`src/rtl/core/esac_pkg.sv`:
```
`timescale 1ns / 1ps
// ----------------------------------------------------------------------------
// esac_pkg: shared types for the Euler step and box collision block
// Payload structs, opcodes, state encoding and controller/datapath signals.
// ----------------------------------------------------------------------------
package esac_pkg;

  localparam logic OP_LOAD = 1'b0;
  localparam logic OP_STEP = 1'b1;
  localparam int ResultLimit = 16;

  typedef struct packed {
    logic               opcode;
    logic [3:0]         slot;
    logic signed [31:0] pos_x;
    logic signed [31:0] pos_y;
    logic signed [31:0] vel_x;
    logic signed [31:0] vel_y;
    logic signed [31:0] force_x;
    logic signed [31:0] force_y;
    logic [30:0]        width;
    logic [30:0]        height;
    logic [15:0]        dt;
  } esac_in_t;

  typedef struct packed {
    logic [3:0]         body;
    logic signed [31:0] new_pos_x;
    logic signed [31:0] new_pos_y;
    logic signed [31:0] new_vel_x;
    logic signed [31:0] new_vel_y;
    logic               hit;
    logic [3:0]         partner;
    logic               last;
  } esac_out_t;

  typedef enum logic [2:0] {
    ST_IDLE,
    ST_VREAD,
    ST_VEL,
    ST_PREAD,
    ST_POS,
    ST_TEST,
    ST_EMIT
  } esac_state_t;

  // Commands from the controller to the datapath.
  typedef struct packed {
    logic load;       // write the input item into its slot
    logic latch_dt;   // capture dt of the accepted item
    logic rd_body;    // read body i into the working registers
    logic wr_vel;     // update velocity of body i
    logic wr_pos;     // update position of body i
    logic clr_hit;    // start the partner search of body i
    logic test;       // test body i against body j
    logic emit;       // present the result of body i
  } esac_cmd_t;

endpackage

```
`src/rtl/core/esac_ctrl.sv`:
```
`timescale 1ns / 1ps
// ----------------------------------------------------------------------------
// esac_ctrl: sequencer of the Euler step and box collision block
// Walks the integrate pass, then the pairwise test and result pass.
// ----------------------------------------------------------------------------
module esac_ctrl #(
  parameter int MAX_BODIES = 16
) (
  input  logic                           clk,
  input  logic                           rst,
  input  logic                           start,
  input  logic                           opcode,
  input  logic [4:0]                     entity_count,
  input  logic                           found,
  output logic                           busy,
  output logic [$clog2(MAX_BODIES)-1:0]  idx_i,
  output logic [$clog2(MAX_BODIES)-1:0]  idx_j,
  output logic                           last,
  output esac_pkg::esac_cmd_t            cmd
);
  import esac_pkg::*;

  localparam int IW = $clog2(MAX_BODIES);
  localparam int Lim = (MAX_BODIES < ResultLimit) ? MAX_BODIES : ResultLimit;
  localparam int CW = $clog2(Lim + 1);

  esac_state_t state, state_next;
  logic [CW-1:0] active;
  logic [CW-1:0] cnt_i, cnt_j;
  logic [CW-1:0] lim_c;
  logic last_i, last_j;

  assign lim_c = CW'(Lim);
  always_comb begin
    if (entity_count > 5'(Lim))
      active = lim_c;
    else
      active = CW'(entity_count);
  end

  assign last_i = (cnt_i + CW'(1) == active);
  assign last_j = (cnt_j + CW'(1) == active);
  assign idx_i = IW'(cnt_i);
  assign idx_j = IW'(cnt_j);
  assign last = last_i;
  assign busy = (state != ST_IDLE);

  always_ff @(posedge clk) begin
    if (rst) begin
      state <= ST_IDLE;
      cnt_i <= '0;
      cnt_j <= '0;
    end else begin
      state <= state_next;
      case (state)
        ST_IDLE: begin
          cnt_i <= '0;
          cnt_j <= '0;
        end
        ST_POS: cnt_i <= last_i ? '0 : cnt_i + CW'(1);
        ST_TEST: cnt_j <= cnt_j + CW'(1);
        ST_EMIT: begin
          cnt_i <= cnt_i + CW'(1);
          cnt_j <= '0;
        end
        default: ;
      endcase
    end
  end

  always_comb begin
    state_next = state;
    case (state)
      ST_IDLE:
        if (start && opcode == OP_STEP && active != '0) state_next = ST_VREAD;
      ST_VREAD: state_next = ST_VEL;
      ST_VEL:   state_next = ST_PREAD;
      ST_PREAD: state_next = ST_POS;
      ST_POS:   state_next = last_i ? ST_TEST : ST_VREAD;
      ST_TEST: begin
        // Self pairs are skipped inside the datapath's search.
        if (found || last_j) state_next = ST_EMIT;
      end
      ST_EMIT:  state_next = last_i ? ST_IDLE : ST_TEST;
      default:  state_next = ST_IDLE;
    endcase
  end

  always_comb begin
    cmd = '0;
    case (state)
      ST_IDLE: begin
        cmd.load = start && opcode == OP_LOAD;
        cmd.latch_dt = start;
        cmd.clr_hit = 1'b1;
      end
      ST_VREAD: cmd.rd_body = 1'b1;
      ST_VEL:   cmd.wr_vel = 1'b1;
      ST_PREAD: cmd.rd_body = 1'b1;
      ST_POS:   cmd.wr_pos = 1'b1;
      ST_TEST:  cmd.test = 1'b1;
      ST_EMIT: begin
        cmd.emit = 1'b1;
        cmd.clr_hit = 1'b1;
      end
      default: ;
    endcase
  end
endmodule

```
`config.mk`:
```
export PLATFORM = sky130hd
export DESIGN_NAME = esac_ctrl
export DESIGN_NICKNAME = d
export VERILOG_FILES = /design/src/rtl/core/esac_pkg.sv /design/src/rtl/core/esac_ctrl.sv
export SDC_FILE = /design/constraint.sdc
export NUM_CORES = 1
export LEC_CHECK = 0
export CAP_MARGIN = 0
export CORE_ASPECT_RATIO = 0.7
export CORE_UTILIZATION = 60
export DETAILED_ROUTE_END_ITERATION = 10
export DONT_BUFFER_PORTS = 1
export PLACE_DENSITY = 0.78
export SETUP_SLACK_MARGIN = 0.5
export SLEW_MARGIN = 20
export SYNTH_ARGS = -nofsm -noshare
export SYNTH_HDL_FRONTEND = slang
export SYNTH_SLANG_ARGS = --single-unit
export TNS_END_PERCENT = 50
```
`constraint.sdc`:
```
create_clock -name clk -period 2.6 [get_ports clk]
set_input_delay 0.65 -clock clk [delete_from_list [all_inputs] [get_ports clk]]
set_output_delay 0.65 -clock clk [all_outputs]
set_load 0.1 [all_outputs]
```
# Yosys cells after proc, flatten, opt, wreduce, memory -nomap -nowiden
# Index checks and enable logic that the tools add are counted.
# op_classes
add_sub_neg	2
n_lt_le_gt_ge	1
eq_ne	10
n_mux	16
bitwise	1
reduce_logical	12
# ops
op	n
one-hot mux 3 bit (7 select lines)	1
one-hot mux 5 bit (3 select lines)	1
two-way mux 3 bit	4
adder 5 x 1 -> 5 bit, second input constant	2
== test 5 bit	2
two-way mux 5 bit	2
one-hot mux 5 bit (2 select lines)	1
== test 3 bit, second input constant	3
== test 3 x 2 -> 1 bit, second input constant	2
two-way mux 1 bit	6
nonzero test 3 bit	2
> comparator 5 bit, second input constant	1
nonzero test 5 bit	1
!= test 2 bit, second input constant	2
OR reduction 2 bit	2
== test 3 x 1 -> 1 bit, second input constant	1
logical AND 1 bit	3
logical NOT 3 bit	1
two-way mux 2 bit	1
AND reduction 2 bit	1
nonzero test 2 bit	1
logical OR 1 bit	1
NOT 1 bit	1
# totals
register_bits	13
in_bits	10
wordCells	45

# Depth between registers and ports, before layout
# Gate-level depths: netlist of the first run.
# depth
word_depth	6
ltp_mapped	7

# Worst setup path before layout of the first run
# OpenSTA, ideal clock, no wires.
# synth_timing
path_kind	reg-to-output
from	register state[2]
to	output port cmd[7] (netlist name)
arrival_time_ps	4184
t_required_ps	1950
slack_ps	-2234
path_stages_with_launch	5
cell_sequence	dfxtp_1 > clkbuf_1 > or3_1 > nor2_1 > nor2b_1
# synth_rtl
element	line_no	source
start: declaration	esac_ctrl.sv:27	esac_state_t state, state_next;
start signal: assignment	esac_ctrl.sv:54	state <= state_next;
end: declaration	esac_ctrl.sv:19	output esac_pkg::esac_cmd_t cmd

# Final worst setup path of the first run
# layout_timing
from	register cnt_i[0]
to	output port last
# layout_via
elab_chain_len	2
# layout_rtl
element	line_no	source
start: declaration	esac_ctrl.sv:29	logic [CW-1:0] cnt_i, cnt_j;
start signal: assignment	esac_ctrl.sv:60	ST_POS: cnt_i <= last_i ? '0 : cnt_i + CW'(1);
start signal: assignment	esac_ctrl.sv:63	cnt_i <= cnt_i + CW'(1);
adder 5 x 1 -> 5 bit	esac_ctrl.sv:41	assign last_i = (cnt_i + CW'(1) == active);
== test 5 bit	esac_ctrl.sv:41	
end: declaration	esac_ctrl.sv:18	output logic last,
# Every way passes these cells.

==> results of run 1 <==
-- metal layers --
layer  share of wire, %  wire length, um
met5                  0                0
met1                 44             1510
met4                1.2               41
met2                 46             1590
met3                9.1              314
-- cells in the mapped netlist, drive strengths merged, types with 3 or more instances --
| library cell | instances | share of area (%) |
|---|---|---|
| a21oi | 4 | 1.6 |
| a22oi | 5 | 3.0 |
| buf | 13 | 6.9 |
| clkbuf | 7 | 2.2 |
| dfxtp | 13 | 21 |
| inv | 8 | 2.4 |
| mux2 | 3 | 2.7 |
| nand2 | 11 | 3.3 |
| nand2b | 4 | 2.0 |
| nand3 | 4 | 1.6 |
| nand4b | 3 | 2.1 |
| nor2 | 17 | 5.0 |
| nor2b | 5 | 2.7 |
| nor4 | 3 | 1.5 |
| nor4b | 3 | 2.6 |
| o211ai | 3 | 1.8 |
| o21ai | 11 | 4.3 |
| o311ai | 4 | 5.5 |
| o31ai | 5 | 3.0 |
| xnor2 | 3 | 2.1 |
| xor2 | 6 | 4.2 |
-- layout make-up --
cell class,instances,area (um2),area share (%)
multi-input cells,121,992,61.9
flip-flops and latches,13,275,17.2
repair buffers,27,253,15.8
inverters,8,30.0,1.87
well taps,22,27.5,1.72
clock buffers,4,26.3,1.64
-- where the power goes --
part	switching [uW]	internal, uW	total, uW
Sequential	5.25	206	211
Combinational	405	179	585
Clock	73.3	59.7	133
-- worst min-delay path by stage --
stage | to | cells after the start
after global routing | state[2] | 1
after global placement | cnt_i[0] | 1
after CTS | state[2] | 1
after detailed placement | cnt_i[0] | 1
after floorplan | cnt_i[0] | 1
final | state[2] | 1
-- cell families after synthesis --
group           Yosys count  share of synthesized area, %
simple gates             64                          29.1
flops                    13                          20.6
compound gates           40                          24.7
buf+inv                  28                          11.5
xor+xnor                 10                          8.00
mux                       5                          4.25
fa+ha+maj                 2                          1.98
-- per-stage QoR --
stage	instance area (um2)	utilization (%)	worst slack, ns	hold WS, ns
after floorplan	1360	-	-0.233	0.484
after global placement	1440	75.1	0.297	0.463
after detailed placement	1440	75.1	0.198	0.469
after CTS	1550	80.8	0.134	0.418
after global routing	1600	83.6	0.0891	0.417
final	1600	83.6	0.135	0.416
-- state kept, by name, indices dropped and copies added (netlist names) --
register / cells
cnt_j: 5
cnt_i: 5
state: 3
-- timing repair --
item | CTS | global route
cloned | 0 | 0
pin swaps | 7 | 2
gates resized for setup | 8 | 12
endpoints found under the setup margin | 7 | 12
endpoints found under the hold margin | 0 | 0
buffers inserted | 7 | 0
==> metrics.txt, run 1 <==
WP depth 6; # fillers 132; status finished, violations left; antenna diode count 0; HP Class in2reg; WP buf/inv 1; initial core utilization 66.0%; asr flop ratio synth 0%; worst reg2reg path depth 7; yosys warns 0; post-synthesis sequential area ratio 20.6%; Most used DFF post-synth dfxtp_1; Post-Syn Area 1270 um2; Die Wd 56.9 um; Placer Congestion 0.945; Num CTS Buffers 3; met2 Usage GRT 55.3%; aggregate routed wire length 3.45 mm; Clock Latency Late Sink 0.29 ns; clock-pin transition on the worst setup and hold timing paths 0.09 ns; commonest non-fill, non-tap cell in the layout buf_4; Post-Syn Instances 162; Hold Startpoint rst; Core ar. 1920 um2; setup TNS 0 ns; proportion of layout cells with a drive suffix above 1 34.7%; number of global-route vias before repair 1096; Crit path largest cell delay 0.37 ns; RSZ-0062 raised after global routing yes; Nets 186; GRT overflow 0; crit path to last; via count 1248; CP max-delay cell dfxtp_4; Die ar. 2300 um2; Clock Path Buffers 2; VDD IR-drop max 288 uV; period utilization 94.8%; synth unique cells 49; GR peak layer met2; Final Instance Count excl. Fillers 195; worst path cell trace ha_4, xor2_4, nor4b_4, o311ai_4, nor2_4, buf_12; final worst path period need 2.47 ns; # rows 13; total of max-cap violations 0; Fin. Hold Viols 0; met1 GRT Util 40.3%; Mapped Nets 174; Startpoint Class register; Worst EP arrival 1.82 ns; Initial DRT Pass Iterations 7; CTS HTree Levels 1; via density per instance 6.40; CTS Hold Bufs 0; wire per inst 17.7 um; Layout area overhead 26.7%; met3 Resource Use GR 6.13%; leak pwr 0.000601 uW; CTS tree built; Top delay family on crit path simple AND/OR/NAND/NOR gates; io pins 28; initial antenna violation count 0; Residual DRC 6; Reg2Reg Capture Point cnt_i[1]; failing checks DRC; # port buffers 0; critical path required time 1.95 ns; pwr dens 579 nW/um2; placed cell count 184; Total GRT Usage 31.7%; pin count of the biggest net entering global routing 25; Max Slew Vio Count 0; most frequent cells in the layout 23 x buf_4, 12 x nor2_1, 11 x nand2_1; final setup fails 0; flop-to-flop setup slack 0.54 ns; FMAX 0.406 GHz; Post-synth EDFFs 0; chip height 40.4 um; clk root buf clkbuf_4; worst rel slew slack 53.5%; total chip power 929 uW; Synth Register Bits 13; first-pass GRT wire length 5.26 mm; crit-path max FO 3; Worst R2R Start cnt_i[0]; Critical Path Start cnt_i[0]; antenna viol nets, final 0; Iteration-0 DRC Markers 113; syn avg cell area 7.82 um2; Slew @ Worst Pin 0.679 ns; Post-DP HPWL 2.44 mm; CTS sink count 13; Critical Path End Type output pin; final clock skew 0.00490 ns; Setup CP Type reg2out
(Power assumes the default switching activity.)
==> run 2, diff against run 1 <==
--- a/config.mk
+++ b/config.mk
@@ -6,11 +6,13 @@
 export NUM_CORES = 1
 export LEC_CHECK = 0
 export CAP_MARGIN = 0
+export CELL_PAD_IN_SITES_DETAIL_PLACEMENT = 1
+export CELL_PAD_IN_SITES_GLOBAL_PLACEMENT = 1
 export CORE_ASPECT_RATIO = 0.7
-export CORE_UTILIZATION = 60
+export CORE_UTILIZATION = 45
 export DETAILED_ROUTE_END_ITERATION = 10
 export DONT_BUFFER_PORTS = 1
-export PLACE_DENSITY = 0.78
+export PLACE_DENSITY = 0.8
 export SETUP_SLACK_MARGIN = 0.5
 export SLEW_MARGIN = 20
 export SYNTH_ARGS = -nofsm -noshare
==> metrics.txt, run 2 (synthesis gave the netlist of run 1 again) <==
status finished clean; Sequential Power Share 23.0% (+0.3 points); Num CTS Buffers 3 (unchanged); hold slack 0.458 ns (+0.0417 ns); # rows 15 (+2); proportion of layout cells with a drive suffix above 1 36.0% (+1.3 points); total of max-cap violations 0 (unchanged); Worst EP arrival 1.76 ns (-0.06 ns); pin count of the biggest net entering global routing 20 (-20%); GRT overflow 0 (unchanged); io pins 28 (unchanged); commonest non-fill, non-tap cell in the layout buf_4; # fillers 311 (+140%); clock-pin transition on the worst setup and hold timing paths 0.06 ns (-0.03 ns); period utilization 92.6% (-2.2 points); Placer Congestion 0.864 (-8.6%); setup TNS 0 ns (unchanged); top flop regs cnt_i (5), cnt_j (5), state (3); antenna diode count 0 (unchanged); critical path required time 1.95 ns (about the same); Layout area overhead 27.3%; P_sw 492 uW (+1.7%); final clock skew 0.00102 ns (-0.00388 ns); antenna viol nets, final 0 (unchanged); most frequent cells in the layout 25 x buf_4, 12 x nor2_1, 11 x nand2_1; Die Wd 65.4 um (+15%); Startpoint Class register; Core ar. 2570 um2 (+34%); HP Class in2reg; Clock Path Buffers 2 (unchanged); RSZ-0062 raised after global routing yes; final setup fails 0 (unchanged); Iteration-0 DRC Markers 77 (-32%); Initial DRT Pass Iterations 4 (-3); CTS HTree Levels 1 (unchanged); Critical Path End Type output pin; Post-DP HPWL 2.78 mm (+14%); Slew @ Worst Pin 0.757 ns (+0.0776 ns); Core Util, Final 62.7% (-21 points); VDD IR-drop max 251 uV (-13%); Setup CP Type reg2out; # port buffers 0 (unchanged); Clock Latency Late Sink 0.25 ns (-0.04 ns); Total GRT Usage 29.3% (-2.3 points); initial antenna violation count 0 (unchanged); placed cell count 197 (+7.1%); crit-path max FO 3 (unchanged); P_int 468 uW (+5.1%); Fin. Hold Viols 0 (unchanged); wire per inst 19.6 um (+10%); initial core utilization 49.2% (-17 points); power share of the combinational group 57.7% (-5.2 points); clk root buf clkbuf_8; Nets 188 (+1.1%); CTS tree built; worst rel slew slack 49.1% (-4.4 points); FMAX 0.415 GHz (+2.4%); Final Instance Count excl. Fillers 209 (+7.2%); total chip power 960 uW (+3.3%); aggregate routed wire length 4.09 mm (+18%); clock network power share 19.4% (+5.1 points); final worst path period need 2.41 ns (-0.0577 ns); leak pwr 0.000608 uW (+1.2%); CTS sink count 13 (unchanged); number of global-route vias before repair 1261 (+15%); via density per instance 6.11 (-4.6%); Die ar. 3030 um2 (+32%); via count 1276 (+2.2%); first-pass GRT wire length 6.45 mm (+23%); Max Slew Vio Count 0 (unchanged); Sw Ratio 51.3% (-0.82 points); pwr dens 596 nW/um2 (+2.8%); Residual DRC 0 (-6); chip height 46.4 um (+15%)
-- run 2: cell count changes in the layout (fill, tap and decap cells not counted), moves of 2 or more --
| cell | before | now |
|---|---|---|
| clkbuf_4 | 3 | 0 |
| buf_6 | 0 | 2 |
| buf_12 | 4 | 2 |
| clkbuf_8 | 0 | 3 |
| dfxtp_1 | 9 | 7 |
| dfxtp_2 | 0 | 3 |
| buf_4 | 23 | 25 |
-- run 2: metal layers --
layer  share of wire (%)  wire length [um]  vias up  GRT usage (%)
met5                   0                 0        -              0
met4                 1.4                57        0           6.09
met3                 8.1               333        8           8.17
met2                  46              1880       61           48.5
met1                  45              1820      597           38.6
li1                    -                 -      610              -
-- run 2: timing repair --
item / in CTS / in global routing
hold buffers: 0 / 0
setup endpoints to repair: 9 / 9
setup buffers: 7 / 1
pin swaps: 7 / 2
gates cloned: 0 / 0
gates resized for setup: 6 / 7
-- run 2: final timing paths --
check / depth (start not counted) / slack [ns] / start / to
worst min-delay path: 1 / 0.46 / rst / state[2]
worst max-delay path: 6 / 0.19 / cnt_i[0] / last
worst max register to register: 9 / 0.40 / cnt_i[0] / cnt_i[1]
worst min register to register: 1 / 0.54 / cnt_i[1] / cnt_i[1]
-- run 2: critical path, cell delays in order, from the launching register on --
cell and delay, ns:
dfxtp_4 0.35, ha_4 0.26, xor2_4 0.15, nor4b_4 0.29, o311ai_4 0.14, nor2_4 0.13
buf_12 0.18
-- run 2: area by class of cell --
| cell class | count | area (um2) | area share [%] |
|---|---|---|---|
| clock buffers | 4 | 45.0 | 2.80 |
| well taps | 34 | 42.5 | 2.64 |
| inverters | 8 | 30.0 | 1.86 |
| flip-flops and latches | 13 | 275 | 17.1 |
| repair buffers | 29 | 250 | 15.5 |
| multi-input cells | 121 | 968 | 60.1 |
-- run 2: power by group through the flow --
stage / Combinational, uW / Clock (uW) / Sequential (uW)
2_1_floorplan: 429 / 0 / 223
3_3_place_gp: 509 / 0 / 232
3_5_place_dp: 523 / 0 / 234
4_1_cts: 543 / 191 / 221
5_1_grt: 582 / 198 / 222
6_report: 554 / 186 / 220
-- run 2: stage by stage --
stage	instance area, um2	worst slack (ns)
after CTS	1580	0.194
final	1610	0.192
after floorplan	1360	-0.233
after global routing	1610	0.143
after global placement	1460	0.350
after detailed placement	1460	0.321
==> run 3, diff against run 2 <==
--- a/config.mk
+++ b/config.mk
@@ -5,14 +5,15 @@
 export SDC_FILE = /design/constraint.sdc
 export NUM_CORES = 1
 export LEC_CHECK = 0
+export ABC_AREA = 1
 export CAP_MARGIN = 0
 export CELL_PAD_IN_SITES_DETAIL_PLACEMENT = 1
 export CELL_PAD_IN_SITES_GLOBAL_PLACEMENT = 1
 export CORE_ASPECT_RATIO = 0.7
-export CORE_UTILIZATION = 45
+export CORE_UTILIZATION = 41
 export DETAILED_ROUTE_END_ITERATION = 10
 export DONT_BUFFER_PORTS = 1
-export PLACE_DENSITY = 0.8
+export PLACE_DENSITY = 0.78
 export SETUP_SLACK_MARGIN = 0.5
 export SLEW_MARGIN = 20
 export SYNTH_ARGS = -nofsm -noshare
==> metrics.txt, run 3 <==
status finished clean; Synth area leader dfxtp_1; FMAX 0.426 GHz (+2.5%); # port buffers 0 (unchanged); dominant cells by area after synthesis dfxtp_1 24%, nand2_1 21%, nand3_1 8.7%; Post-DP HPWL 2.61 mm (-6.2%); Residual DRC 0 (unchanged); worst rel slew slack 75.3% (+26 points); FF/Latch Area 274 um2 (-0.45%); total of max-cap violations 0 (unchanged); CTS sink count 13 (unchanged); final setup fails 0 (unchanged); Num CTS Buffers 3 (unchanged); Nets 210 (+12%); clock-pin transition on the worst setup and hold timing paths 0.06 ns (about the same); initial core utilization 43.9% (-5.4 points); worst slack, placed 0.211 ns (-0.110 ns); top cells by count, synth 61 x nand2_1, 24 x inv_1, 19 x nand3_1; final clock skew 0.00588 ns (+0.00486 ns); Slew @ Worst Pin 0.370 ns (-0.387 ns); proportion of layout cells with a drive suffix above 1 31.0% (-5.0 points); Mapped Nets 192 (+10%); CTS tree built; Post-synth EDFFs 0 (unchanged); commonest non-fill, non-tap cell in the layout nand2_1; worst reg2reg path depth 7 (-2); max layer used met4; final worst path period need 2.35 ns (-0.0589 ns); flop-to-flop setup slack 0.76 ns (+0.36 ns); first-pass GRT wire length 5.78 mm (-10%); RSZ-0062 raised after global routing yes; VDD IR-drop max 381 uV (+52%); Sw Ratio 39.0% (-12 points); Clock Latency Late Sink 0.25 ns (about the same); via density per instance 5.17 (-15%); Layout area overhead 30.7%; number of global-route vias before repair 1256 (-0.40%); Worst EP arrival 1.70 ns (-0.06 ns); antenna diode count 0 (unchanged); WHS Path Cells 1 (unchanged); wire per inst 15.2 um (-22%); pin count of the biggest net entering global routing 9 (-55%); critical path required time 1.95 ns (about the same); P_sw 225 uW (-54%); Initial DRT Pass Iterations 4 (unchanged); # rows 15 (unchanged); initial antenna violation count 0 (unchanged); Sequential Power Share 35.4% (+12 points); P_int 352 uW (-25%); Placer Congestion 0.887 (+2.8%); aggregate routed wire length 3.51 mm (-14%); post-synthesis sequential area ratio 23.9% (+3.4 points); Post-Syn Area 1090 um2 (-14%); HP Class in2reg; Fin. Hold Viols 0 (unchanged); antenna viol nets, final 0 (unchanged); pwr dens 406 nW/um2 (-32%); Post-Syn Instances 180 (+11%); met3 WL 210 um (-37%); most frequent cells in the layout 56 x nand2_1, 22 x inv_1, 19 x nand3_1, 19 x buf_4, 9 x a21oi_1; Core Util, Final 57.4% (-5.3 points); Synth Register Bits 13 (unchanged); Max Slew Vio Count 0 (unchanged); top flop regs cnt_i (5), cnt_j (5), state (3); GRT overflow 0 (unchanged); io pins 28 (unchanged); met1 WL 1.46 mm (-20%); power share of the combinational group 32.5% (-25 points); Most used DFF post-synth dfxtp_1; asr flop ratio synth 0% (unchanged); setup TNS 0 ns (unchanged); Yosys top cell area share 23.9% (+3.4 points); leak pwr 0.000698 uW (+15%); # fillers 344 (+11%); CTS HTree Levels 1 (unchanged); clock network power share 32.1% (+13 points); chip height 45.1 um (-2.8%); Total GRT Usage 27.4% (-1.9 points); via count 1194 (-6.4%); crit-path max FO 3 (unchanged); count leader, synth nand2_1; synth unique cells 25 (-49%); area occupied by multi-input gates 766 um2 (-21%); Core ar. 2480 um2 (-3.6%); Die Wd 63.6 um (-2.8%); Die ar. 2870 um2 (-5.5%); metal2 WL 1.79 mm (-4.8%); syn avg cell area 6.04 um2 (-23%); Setup CP Type reg2out; final setup margin 0.251 ns (+0.0589 ns); Clock Path Buffers 2 (unchanged); Startpoint Class register; Critical Path End Type output pin; period utilization 90.3% (-2.3 points); yosys warns 0 (unchanged); clk root buf clkbuf_8; Iteration-0 DRC Markers 60 (-22%)
run 3: worst paths after layout:
check,from,endpoint
max,cnt_i[0],last
min,rst,cnt_j[4]
max reg2reg,state[2],cnt_j[3]
min reg2reg,cnt_j[4],cnt_j[4]
run 3: layout make-up:
type | instances | share of cell area, %
multi-input combinational | 131 | 53.9
inverter | 27 | 7.66
tap | 34 | 2.99
timing repair buffer | 22 | 13.0
clock buffer | 4 | 3.17
sequential | 13 | 19.3
run 3: repair_timing:
action | in CTS | in global routing
hold buffers | 0 | 0
pin swaps | 3 | 0
setup buffers | 4 | 0
setup endpoints to repair | 5 | 5
resized for setup | 15 | 4
run 3: metal layers:
layer,vias to the layer above,track usage (%)
met5,-,0
met4,0,9.55
met3,6,7.58
met2,35,51.1
met1,568,30.9
li1,585,-
run 3: power groups by stage:
stage | sequential, uW | combinational (uW) | clock [uW]
floorplan | 210 | 150 | 0
global placement | 211 | 177 | 0
detailed placement | 211 | 182 | 0
CTS | 205 | 188 | 190
global route | 205 | 198 | 200
finish | 205 | 187 | 185
run 3: stage by stage:
| step | total power, uW | cell area, um2 | cells | hold slack [ns] |
|---|---|---|---|---|
| floorplan | 360 | 1150 | 180 | 0.454 |
| global placement | 388 | 1280 | 223 | 0.456 |
| detailed placement | 393 | 1280 | 223 | 0.472 |
| CTS | 582 | 1410 | 231 | 0.459 |
| global route | 602 | 1420 | 231 | 0.455 |
| finish | 577 | 1420 | 231 | 0.463 |
run 3: cell families after synthesis:
family / after synthesis / share of synthesized area, %
AND/OR/NAND/NOR: 110 / 46.8
buffers and inverters: 36 / 15.2
adder cells (fa/ha/maj): 2 / 2.30
XOR/XNOR: 6 / 5.52
AO/OA/AOI/OAI: 13 / 6.21
flip-flops: 13 / 23.9
run 3: worst max-delay path, cell delays in order, from the launching register on:
cell        delay, ns
dfxtp_4          0.36
ha_4             0.18
xnor2_2          0.15
inv_1            0.08
nand2_1          0.08
nand2_1          0.10
nor2_4           0.14
nand3_4          0.10
clkinvlp_4       0.09
buf_12           0.16
